**src/hw/rtl/vclw_pkg.sv**
```systemverilog
`default_nettype none
// ----------------------------------------------------------------------------
// vclw_pkg
// Shared types, constants and helpers for the vertex colour lift-to-white core.
// ----------------------------------------------------------------------------
package vclw_pkg;

    localparam int WORD_W    = 32;
    localparam int PCT_W     = 7;
    localparam int FMT_W     = 3;
    localparam int CFG_IDX_W = 2;
    localparam int CHAN_W    = 8;

    // Register indexes on the configuration port
    localparam logic [CFG_IDX_W-1:0] REG_BLEND_PERCENT = 2'd0;
    localparam logic [CFG_IDX_W-1:0] REG_PIXEL_FORMAT  = 2'd1;

    localparam logic [PCT_W-1:0] PCT_FULL = 7'd100;

    // floor(n/100) == (n*RECIP) >> RECIP_SHIFT, exact for n < 43690
    localparam int RECIP       = 5243;
    localparam int RECIP_SHIFT = 19;

    localparam int KP_W  = 20;            // 100*RECIP fits
    localparam int KC_W  = 28;            // (255*100+50)*RECIP fits
    localparam int MR_W  = 21;            // 255*RECIP fits
    localparam int SUM_W = KC_W + 1;
    localparam int QUO_W = SUM_W - RECIP_SHIFT;

    localparam logic [CHAN_W-1:0] MAX8 = 8'hFF;
    localparam logic [CHAN_W-1:0] MAX6 = 8'h3F;
    localparam logic [CHAN_W-1:0] MAX5 = 8'h1F;
    localparam logic [CHAN_W-1:0] MAX4 = 8'h0F;

    localparam logic [MR_W-1:0] MREC8 = MR_W'(255 * RECIP);
    localparam logic [MR_W-1:0] MREC6 = MR_W'(63 * RECIP);
    localparam logic [MR_W-1:0] MREC5 = MR_W'(31 * RECIP);
    localparam logic [MR_W-1:0] MREC4 = MR_W'(15 * RECIP);

    localparam logic [KC_W-1:0] HALF_REC = KC_W'(50 * RECIP);
    localparam logic [KP_W-1:0] KP_RESET = KP_W'(100 * RECIP);

    typedef enum logic [FMT_W-1:0] {
        FMT_RGBA8   = 3'd0,
        FMT_RGB8    = 3'd1,
        FMT_RGB565  = 3'd2,
        FMT_RGBA4   = 3'd3,
        FMT_RGBA6   = 3'd4,
        FMT_UNKNOWN = 3'd5
    } fmt_e;

    // Blend coefficients, pre-scaled by the reciprocal of 100
    typedef struct packed {
        logic            pass;
        logic [FMT_W-1:0] fmt;
        logic [KP_W-1:0] kp;
        logic [KC_W-1:0] kc8;
        logic [KC_W-1:0] kc6;
        logic [KC_W-1:0] kc5;
        logic [KC_W-1:0] kc4;
    } cfg_t;

    // (M*(100-p) + 50) * RECIP, with M*RECIP given
    function automatic logic [KC_W-1:0] kc_calc(
        input logic [PCT_W-1:0] psat,
        input logic [MR_W-1:0]  mrec
    );
        logic [PCT_W-1:0] inv;
        logic [KC_W-1:0]  prod;
        inv  = PCT_FULL - psat;
        prod = KC_W'(inv) * KC_W'(mrec);
        return prod + HALF_REC;
    endfunction

endpackage
`default_nettype wire

```
**src/hw/rtl/vclw_cfg.sv**
```systemverilog
`default_nettype none
// ----------------------------------------------------------------------------
// vclw_cfg
// Configuration registers; blend coefficients are worked out on the write.
// ----------------------------------------------------------------------------
module vclw_cfg
    import vclw_pkg::*;
(
    input  wire logic                 clk,
    input  wire logic                 rst_n,
    input  wire logic                 cfg_we,
    input  wire logic [CFG_IDX_W-1:0] cfg_index,
    input  wire logic [PCT_W-1:0]     cfg_wdata,
    output cfg_t                      cfg
);

    cfg_t             cfg_reg;
    cfg_t             cfg_next;
    logic [PCT_W-1:0] psat;

    // anything above 100 saturates
    assign psat = (cfg_wdata > PCT_FULL) ? PCT_FULL : cfg_wdata;

    always_comb
    begin
        cfg_next = cfg_reg;
        if (cfg_we && cfg_index == REG_BLEND_PERCENT)
        begin
            cfg_next.pass = (psat == PCT_FULL);
            cfg_next.kp   = KP_W'(psat) * KP_W'(RECIP);
            cfg_next.kc8  = kc_calc(psat, MREC8);
            cfg_next.kc6  = kc_calc(psat, MREC6);
            cfg_next.kc5  = kc_calc(psat, MREC5);
            cfg_next.kc4  = kc_calc(psat, MREC4);
        end
        else if (cfg_we && cfg_index == REG_PIXEL_FORMAT)
        begin
            cfg_next.fmt = cfg_wdata[FMT_W-1:0];
        end
    end

    always_ff @(posedge clk or negedge rst_n)
    begin
        if (!rst_n)
        begin
            cfg_reg.pass <= 1'b1;
            cfg_reg.fmt  <= FMT_RGBA8;
            cfg_reg.kp   <= KP_RESET;
            cfg_reg.kc8  <= HALF_REC;
            cfg_reg.kc6  <= HALF_REC;
            cfg_reg.kc5  <= HALF_REC;
            cfg_reg.kc4  <= HALF_REC;
        end
        else
        begin
            cfg_reg <= cfg_next;
        end
    end

    assign cfg = cfg_reg;

endmodule
`default_nettype wire

```
**src/hw/rtl/vclw_lift.sv**
```systemverilog
`default_nettype none
// ----------------------------------------------------------------------------
// vclw_lift
// One channel: (v*p + M*(100-p) + 50) / 100 via a scaled reciprocal, capped.
// ----------------------------------------------------------------------------
module vclw_lift
    import vclw_pkg::*;
(
    input  wire logic [CHAN_W-1:0] chan_val,
    input  wire logic [CHAN_W-1:0] chan_max,
    input  wire logic [KP_W-1:0]   kp,
    input  wire logic [KC_W-1:0]   kc,
    output logic      [CHAN_W-1:0] lifted
);

    logic [CHAN_W-1:0] vm;
    logic [KC_W-1:0]   prod;
    logic [SUM_W-1:0]  sum;
    logic [QUO_W-1:0]  quo;

    assign vm   = chan_val & chan_max;
    assign prod = KC_W'(vm) * KC_W'(kp);
    assign sum  = SUM_W'(prod) + SUM_W'(kc);
    assign quo  = sum[SUM_W-1:RECIP_SHIFT];

    assign lifted = (quo > QUO_W'(chan_max)) ? chan_max : quo[CHAN_W-1:0];

endmodule
`default_nettype wire

```
**src/hw/rtl/vclw_datapath.sv**
```systemverilog
`default_nettype none
// ----------------------------------------------------------------------------
// vclw_datapath
// Unpacks R, G and B by format, lifts each channel and repacks the word.
// ----------------------------------------------------------------------------
module vclw_datapath
    import vclw_pkg::*;
(
    input  wire logic [WORD_W-1:0] word_in,
    input  wire cfg_t              cfg,
    output logic      [WORD_W-1:0] word_out
);

    logic [CHAN_W-1:0] v_r, v_g, v_b;
    logic [CHAN_W-1:0] m_r, m_g, m_b;
    logic [KC_W-1:0]   kc_r, kc_g, kc_b;
    logic [CHAN_W-1:0] l_r, l_g, l_b;

    always_comb
    begin
        v_r  = '0;
        v_g  = '0;
        v_b  = '0;
        m_r  = MAX8;
        m_g  = MAX8;
        m_b  = MAX8;
        kc_r = cfg.kc8;
        kc_g = cfg.kc8;
        kc_b = cfg.kc8;
        unique case (cfg.fmt)
            FMT_RGBA8:
            begin
                v_r = word_in[31:24];
                v_g = word_in[23:16];
                v_b = word_in[15:8];
            end
            FMT_RGB8:
            begin
                v_r = word_in[23:16];
                v_g = word_in[15:8];
                v_b = word_in[7:0];
            end
            FMT_RGB565:
            begin
                v_r  = CHAN_W'(word_in[15:11]);
                v_g  = CHAN_W'(word_in[10:5]);
                v_b  = CHAN_W'(word_in[4:0]);
                m_r  = MAX5;
                m_g  = MAX6;
                m_b  = MAX5;
                kc_r = cfg.kc5;
                kc_g = cfg.kc6;
                kc_b = cfg.kc5;
            end
            FMT_RGBA4:
            begin
                v_r  = CHAN_W'(word_in[15:12]);
                v_g  = CHAN_W'(word_in[11:8]);
                v_b  = CHAN_W'(word_in[7:4]);
                m_r  = MAX4;
                m_g  = MAX4;
                m_b  = MAX4;
                kc_r = cfg.kc4;
                kc_g = cfg.kc4;
                kc_b = cfg.kc4;
            end
            FMT_RGBA6:
            begin
                v_r  = CHAN_W'(word_in[23:18]);
                v_g  = CHAN_W'(word_in[17:12]);
                v_b  = CHAN_W'(word_in[11:6]);
                m_r  = MAX6;
                m_g  = MAX6;
                m_b  = MAX6;
                kc_r = cfg.kc6;
                kc_g = cfg.kc6;
                kc_b = cfg.kc6;
            end
            default:
            begin
                v_r = '0;
            end
        endcase
    end

    vclw_lift u_lift_r (.chan_val(v_r), .chan_max(m_r), .kp(cfg.kp), .kc(kc_r), .lifted(l_r));
    vclw_lift u_lift_g (.chan_val(v_g), .chan_max(m_g), .kp(cfg.kp), .kc(kc_g), .lifted(l_g));
    vclw_lift u_lift_b (.chan_val(v_b), .chan_max(m_b), .kp(cfg.kp), .kc(kc_b), .lifted(l_b));

    always_comb
    begin
        word_out = word_in;
        if (!cfg.pass)
        begin
            unique case (cfg.fmt)
                FMT_RGBA8:  word_out = {l_r, l_g, l_b, word_in[7:0]};
                FMT_RGB8:   word_out = {word_in[31:24], l_r, l_g, l_b};
                FMT_RGB565: word_out = {word_in[31:16], l_r[4:0], l_g[5:0], l_b[4:0]};
                FMT_RGBA4:  word_out = {word_in[31:16], l_r[3:0], l_g[3:0], l_b[3:0],
                                        word_in[3:0]};
                FMT_RGBA6:  word_out = {word_in[31:24], l_r[5:0], l_g[5:0], l_b[5:0],
                                        word_in[5:0]};
                default:    word_out = word_in;
            endcase
        end
    end

endmodule
`default_nettype wire

```
**src/hw/rtl/vertex_color_lerp_to_white_core.sv**
```systemverilog
`default_nettype none
// ----------------------------------------------------------------------------
// vertex_color_lerp_to_white_core
// Lifts the R, G and B channels of a packed vertex colour toward white.
// ----------------------------------------------------------------------------
// A start beat reaches the done strobe through the input register, then the result register.
// Throughput: one beat per cycle; busy is never raised.
// The receiver cannot stall: each result shows on patched_word with done high for one cycle.
// Reset (rst_n low, async): pipeline emptied, blend_percent = 100, format RGBA8.
// ----------------------------------------------------------------------------
module vertex_color_lerp_to_white_core
    import vclw_pkg::*;
(
    input  wire logic                 clk,
    input  wire logic                 rst_n,
    // command channel
    input  wire logic                 start,
    output logic                      busy,
    input  wire logic [WORD_W-1:0]    color_word,
    // configuration write port
    input  wire logic                 cfg_we,
    input  wire logic [CFG_IDX_W-1:0] cfg_index,
    input  wire logic [PCT_W-1:0]     cfg_wdata,
    // results
    output logic                      done,
    output logic      [WORD_W-1:0]    patched_word
);

    cfg_t              cfg;
    logic              in_valid_reg;
    logic [WORD_W-1:0] in_word_reg;
    logic              res_valid_reg;
    logic [WORD_W-1:0] res_word_reg;
    logic [WORD_W-1:0] res_word_next;

    // Coefficients are recomputed on each write so the datapath only sees
    // one multiply per channel: v * (p*RECIP) + (M*(100-p)+50)*RECIP.
    vclw_cfg u_cfg (
        .clk       (clk),
        .rst_n     (rst_n),
        .cfg_we    (cfg_we),
        .cfg_index (cfg_index),
        .cfg_wdata (cfg_wdata),
        .cfg       (cfg)
    );

    // Fully pipelined; nothing ever backs up.
    assign busy = 1'b0;

    // Input register: the beat is taken on start.
    always_ff @(posedge clk or negedge rst_n)
    begin
        if (!rst_n)
        begin
            in_valid_reg <= 1'b0;
        end
        else
        begin
            in_valid_reg <= start;
        end
    end

    always_ff @(posedge clk)
    begin
        if (start)
        begin
            in_word_reg <= color_word;
        end
    end

    // Unpack, blend and repack in one pass.
    vclw_datapath u_datapath (
        .word_in  (in_word_reg),
        .cfg      (cfg),
        .word_out (res_word_next)
    );

    // Result register: strobe for exactly one cycle per beat.
    always_ff @(posedge clk or negedge rst_n)
    begin
        if (!rst_n)
        begin
            res_valid_reg <= 1'b0;
        end
        else
        begin
            res_valid_reg <= in_valid_reg;
        end
    end

    always_ff @(posedge clk)
    begin
        if (in_valid_reg)
        begin
            res_word_reg <= res_word_next;
        end
    end

    assign done         = res_valid_reg;
    assign patched_word = res_word_reg;

    // ------------------------------------------------------------------------
    // Checks
    // ------------------------------------------------------------------------

    // every accepted beat yields a result through the input and result registers
    a_beat_to_result: assert property (@(posedge clk) disable iff (!rst_n)
        (start && !busy) |-> ##2 done)
        else $error("accepted beat produced no result");

    // no result without a matching earlier beat
    a_no_spurious: assert property (@(posedge clk) disable iff (!rst_n)
        done |-> $past(start, 2))
        else $error("result without an accepted beat");

    // full percentage leaves the word untouched
    a_passthrough: assert property (@(posedge clk) disable iff (!rst_n)
        (done && cfg.pass) |-> (patched_word == $past(color_word, 2)))
        else $error("word altered at full percentage");

endmodule
`default_nettype wire
```
**config.mk**
```make
export PLATFORM = sky130hd
export DESIGN_NAME = vertex_color_lerp_to_white_core
export DESIGN_NICKNAME = d
export VERILOG_FILES = /design/src/hw/rtl/vclw_pkg.sv /design/src/hw/rtl/vclw_cfg.sv /design/src/hw/rtl/vclw_lift.sv /design/src/hw/rtl/vclw_datapath.sv /design/src/hw/rtl/vertex_color_lerp_to_white_core.sv
export SDC_FILE = /design/constraint.sdc
export NUM_CORES = 2
export LEC_CHECK = 0
export BUFFER_PORTS_ARGS = -buffer_cell sky130_fd_sc_hd__buf_2
export CORE_MARGIN = 8
export CORE_UTILIZATION = 40
export DETAILED_ROUTE_END_ITERATION = 10
export SLEW_MARGIN = 20
export SYNTH_ARGS = -nofsm -noshare
export SYNTH_HDL_FRONTEND = slang
export SYNTH_SLANG_ARGS = --single-unit
```
**constraint.sdc**
```tcl
create_clock -name clk -period 11.5 [get_ports clk]
set_clock_uncertainty 0.05 [all_clocks]
set_input_delay 1.15 -clock clk [delete_from_list [all_inputs] [get_ports clk]]
set_output_delay 1.15 -clock clk [all_outputs]
set_load 0.05 [all_outputs]
```
==> impl_results.md <==
* WL/cell at 20.2 um
* Antenna violations before repair at 5
* Initial detailed-routing violation count at around 1600
* I/O pin count at about 80
* CP max stage cell: a221oi_1
* Status: finished clean
* Ys flop type: dfrtp_1
* Initial core utilization at 0.404
* Flops & latches, synth at 178
* Root Buffer: clkbuf_16
* Clk_lat worst skew at between 0.4 and 0.5 ns
* Delay-heaviest family, CP: compound AO/OA/AOI/OAI gates
* Worst Path Class, Setup: register to register
* Row cnt at 105
* RSZ-0062 raised after global routing: false
* First-pass GRT wire length at 153 mm
* Die W at 304 um
* Pin count of the biggest net entering global routing at 120
* CTS hold repair buffers at 0
* Synth Net Count at 4624
* Antenna-violating nets left at 0
* Dpl hpwl at 78.4 mm
* Ys async rst share at 0.640
* # diodes at 0
* CTS Buf Count at 17
* Port-buffer cells at 77
* Area of the multi-input gates at 0.0252 mm2
* Number of flip-flops in the largest register at between 100 and 150
* Synth cell types at 95
* # fillers at 8171
* Post-synth top area cell: fa_1
* Max-slew headroom at 0.204
* Tot GR Track Use at 0.209
* Synth Instances at 3709
* # Max-Cap Violations at 0
* Register area at approximately 0.0048 mm2
* Cell with the most instances after synthesis: inv_1
* Clock slew at reported path FFs at 0.09 ns
* Worst setup EP type: register
* CTS Sinks at roughly 180
* H-tree depth at 4
* Layout Nets at 4618
* Gpl congestion at 0.941
* CP peak stage delay at ~0.93 ns
* CP Launch Type: register
* CTS resizes at 0
* Post-synth EDFFs at 64
* CTS tree: built
* Crit path time final at roughly 9.7 ns
* DRC viols at 0
* Postcts setup bufs at 0
* Avg Cell Area, Syn at 8.94 um2
* Core area at roughly 0.082 mm2
* Worst path required time at 11.70 ns
* Die height at 304 um
* Critical Path AT at about 9.9 ns
* DR vias at 25500
* Hold crit path type: register to register
* Final Max Tran Viols at 0
* Final TNS setup at 0 ns
* Setup-failing EPs final at 0
* Peak Freq at 103 MHz
* Vias in the first global route at roughly 26000
* Worst Path Max Fanout at 19
* Total Wirelength at 96.6 mm
* Area growth syn-to-layout at 6.59%
* Vias per cell at around 5.3
* Yosys warning count at 0
* WP buf/inv at 5
* Synth top cells by count: 674 x inv_1, 479 x fa_1, 391 x ha_1
* Layout cells sized above 1 at 0.0640
* Top cells by area, synth: fa_1 29%, ha_1 15%, dfrtp_1 7.8%
* Final period util at 0.841
* Synth Cell Area at 0.0332 mm2
* Register area share after synthesis at 0.144
* CTS max path bufs at 2
* Worst Tran Pin Value at 1.19 ns
* Final Hold Viols at 0
* Gr ovfl total at 0
* Initial DRT Pass Iterations at 6
* Die area at 0.0924 mm2
* Share of the synthesized area in the top cell type at 0.289
## cell usage in the layout, fill, tap and decap left out, types with 10 or more instances in the layout
cell	synthesis	routed
inv_1	674	674
fa_1	479	479
ha_1	391	391
nand2_1	386	386
and2_1	225	225
o21ai_0	181	176
a21oi_1	156	155
nor2_1	132	132
nor2b_1	132	131
dfrtp_1	104	103
buf_2	3	77
xnor2_1	66	65
a21o_1	64	64
edfxtp_1	64	64
buf_4	4	54
xor2_1	48	48
nor3_1	27	27
mux2i_1	27	27
nand3_1	26	26
nand2b_1	24	24
o21bai_1	23	23
a221oi_1	19	18
a31oi_1	17	17
clkbuf_16	0	17
nand4_1	16	16
o21a_1	15	15
a22o_1	13	13
o21ai_1	10	13
o22ai_1	12	12
a211oi_1	12	12
o211ai_1	12	12
and3_1	12	12
or2_2	11	11
a22oi_1	11	11
or3_1	11	11
dfstp_2	10	10
## metrics by stage
stage | instances | hold slack (ns) | setup slack [ns] | area (um2) | util
2_1_floorplan | 3709 | 0.389 | 2.76 | 33200 | -
3_3_place_gp | 4750 | 0.411 | 2.13 | 34700 | 0.422
3_5_place_dp | 4750 | 0.420 | 2.04 | 34700 | 0.422
4_1_cts | 4782 | 0.436 | 1.98 | 35300 | 0.430
5_1_grt | 4786 | 0.446 | 1.36 | 35300 | 0.430
6_report | 4786 | 0.434 | 1.83 | 35300 | 0.430
## worst reg2reg max path, delay by kind of cell (launching register included)
kind	cells	cell delay (ns)
AO/OA/AOI/OAI	15	3.88
adder cells (fa/ha/maj)	6	2.66
multiplexers	2	0.40
flip-flops	1	0.40
buffers and inverters	5	0.93
XOR/XNOR	1	0.23
AND/OR/NAND/NOR	5	0.87
## cell families after synthesis
family          synth area share
simple gates               0.159
buf+inv                   0.0957
mux                       0.0102
flops                      0.144
fa+ha+maj                  0.437
other cells             0.000113
compound gates             0.124
xor+xnor                  0.0301
## layout make-up
class / instances / area share
clock inverter: 14 / 0.00559
clock buffer: 18 / 0.0121
sequential: 178 / 0.136
tap: 1070 / 0.0379
multi-input combinational: 2697 / 0.714
inverter: 675 / 0.0717
timing repair buffer: 134 / 0.0230
## per-layer routing
metal  vias up  GRT usage  wire (um)  share of wire
li1      11900          -          -              -
met3       145     0.0290       5300          0.055
met2       669      0.349      45700           0.47
met4         2     0.0582       2520          0.026
met1     12800      0.282      43100           0.45
met5         -          0          7       0.000072
## final timing paths
kind | slack [ns] | start | cells after the start | to
max | 1.83 | u_cfg.cfg[133] | 34 | patched_word[8]
min | 0.43 | u_cfg.cfg[91] | 2 | u_cfg.cfg[91]
max reg2reg | 1.83 | u_cfg.cfg[133] | 34 | patched_word[8]
min reg2reg | 0.43 | u_cfg.cfg[91] | 2 | u_cfg.cfg[91]
max in group asynchronous | 9.27 | rst_n | 2 | u_cfg.cfg[132]
min in group asynchronous | 0.66 | rst_n | 1 | u_cfg.cfg[19]
Power is left out: the tool's default activity adds up to more than one toggle a clock period on the data nets, which glitch-free logic cannot reach.
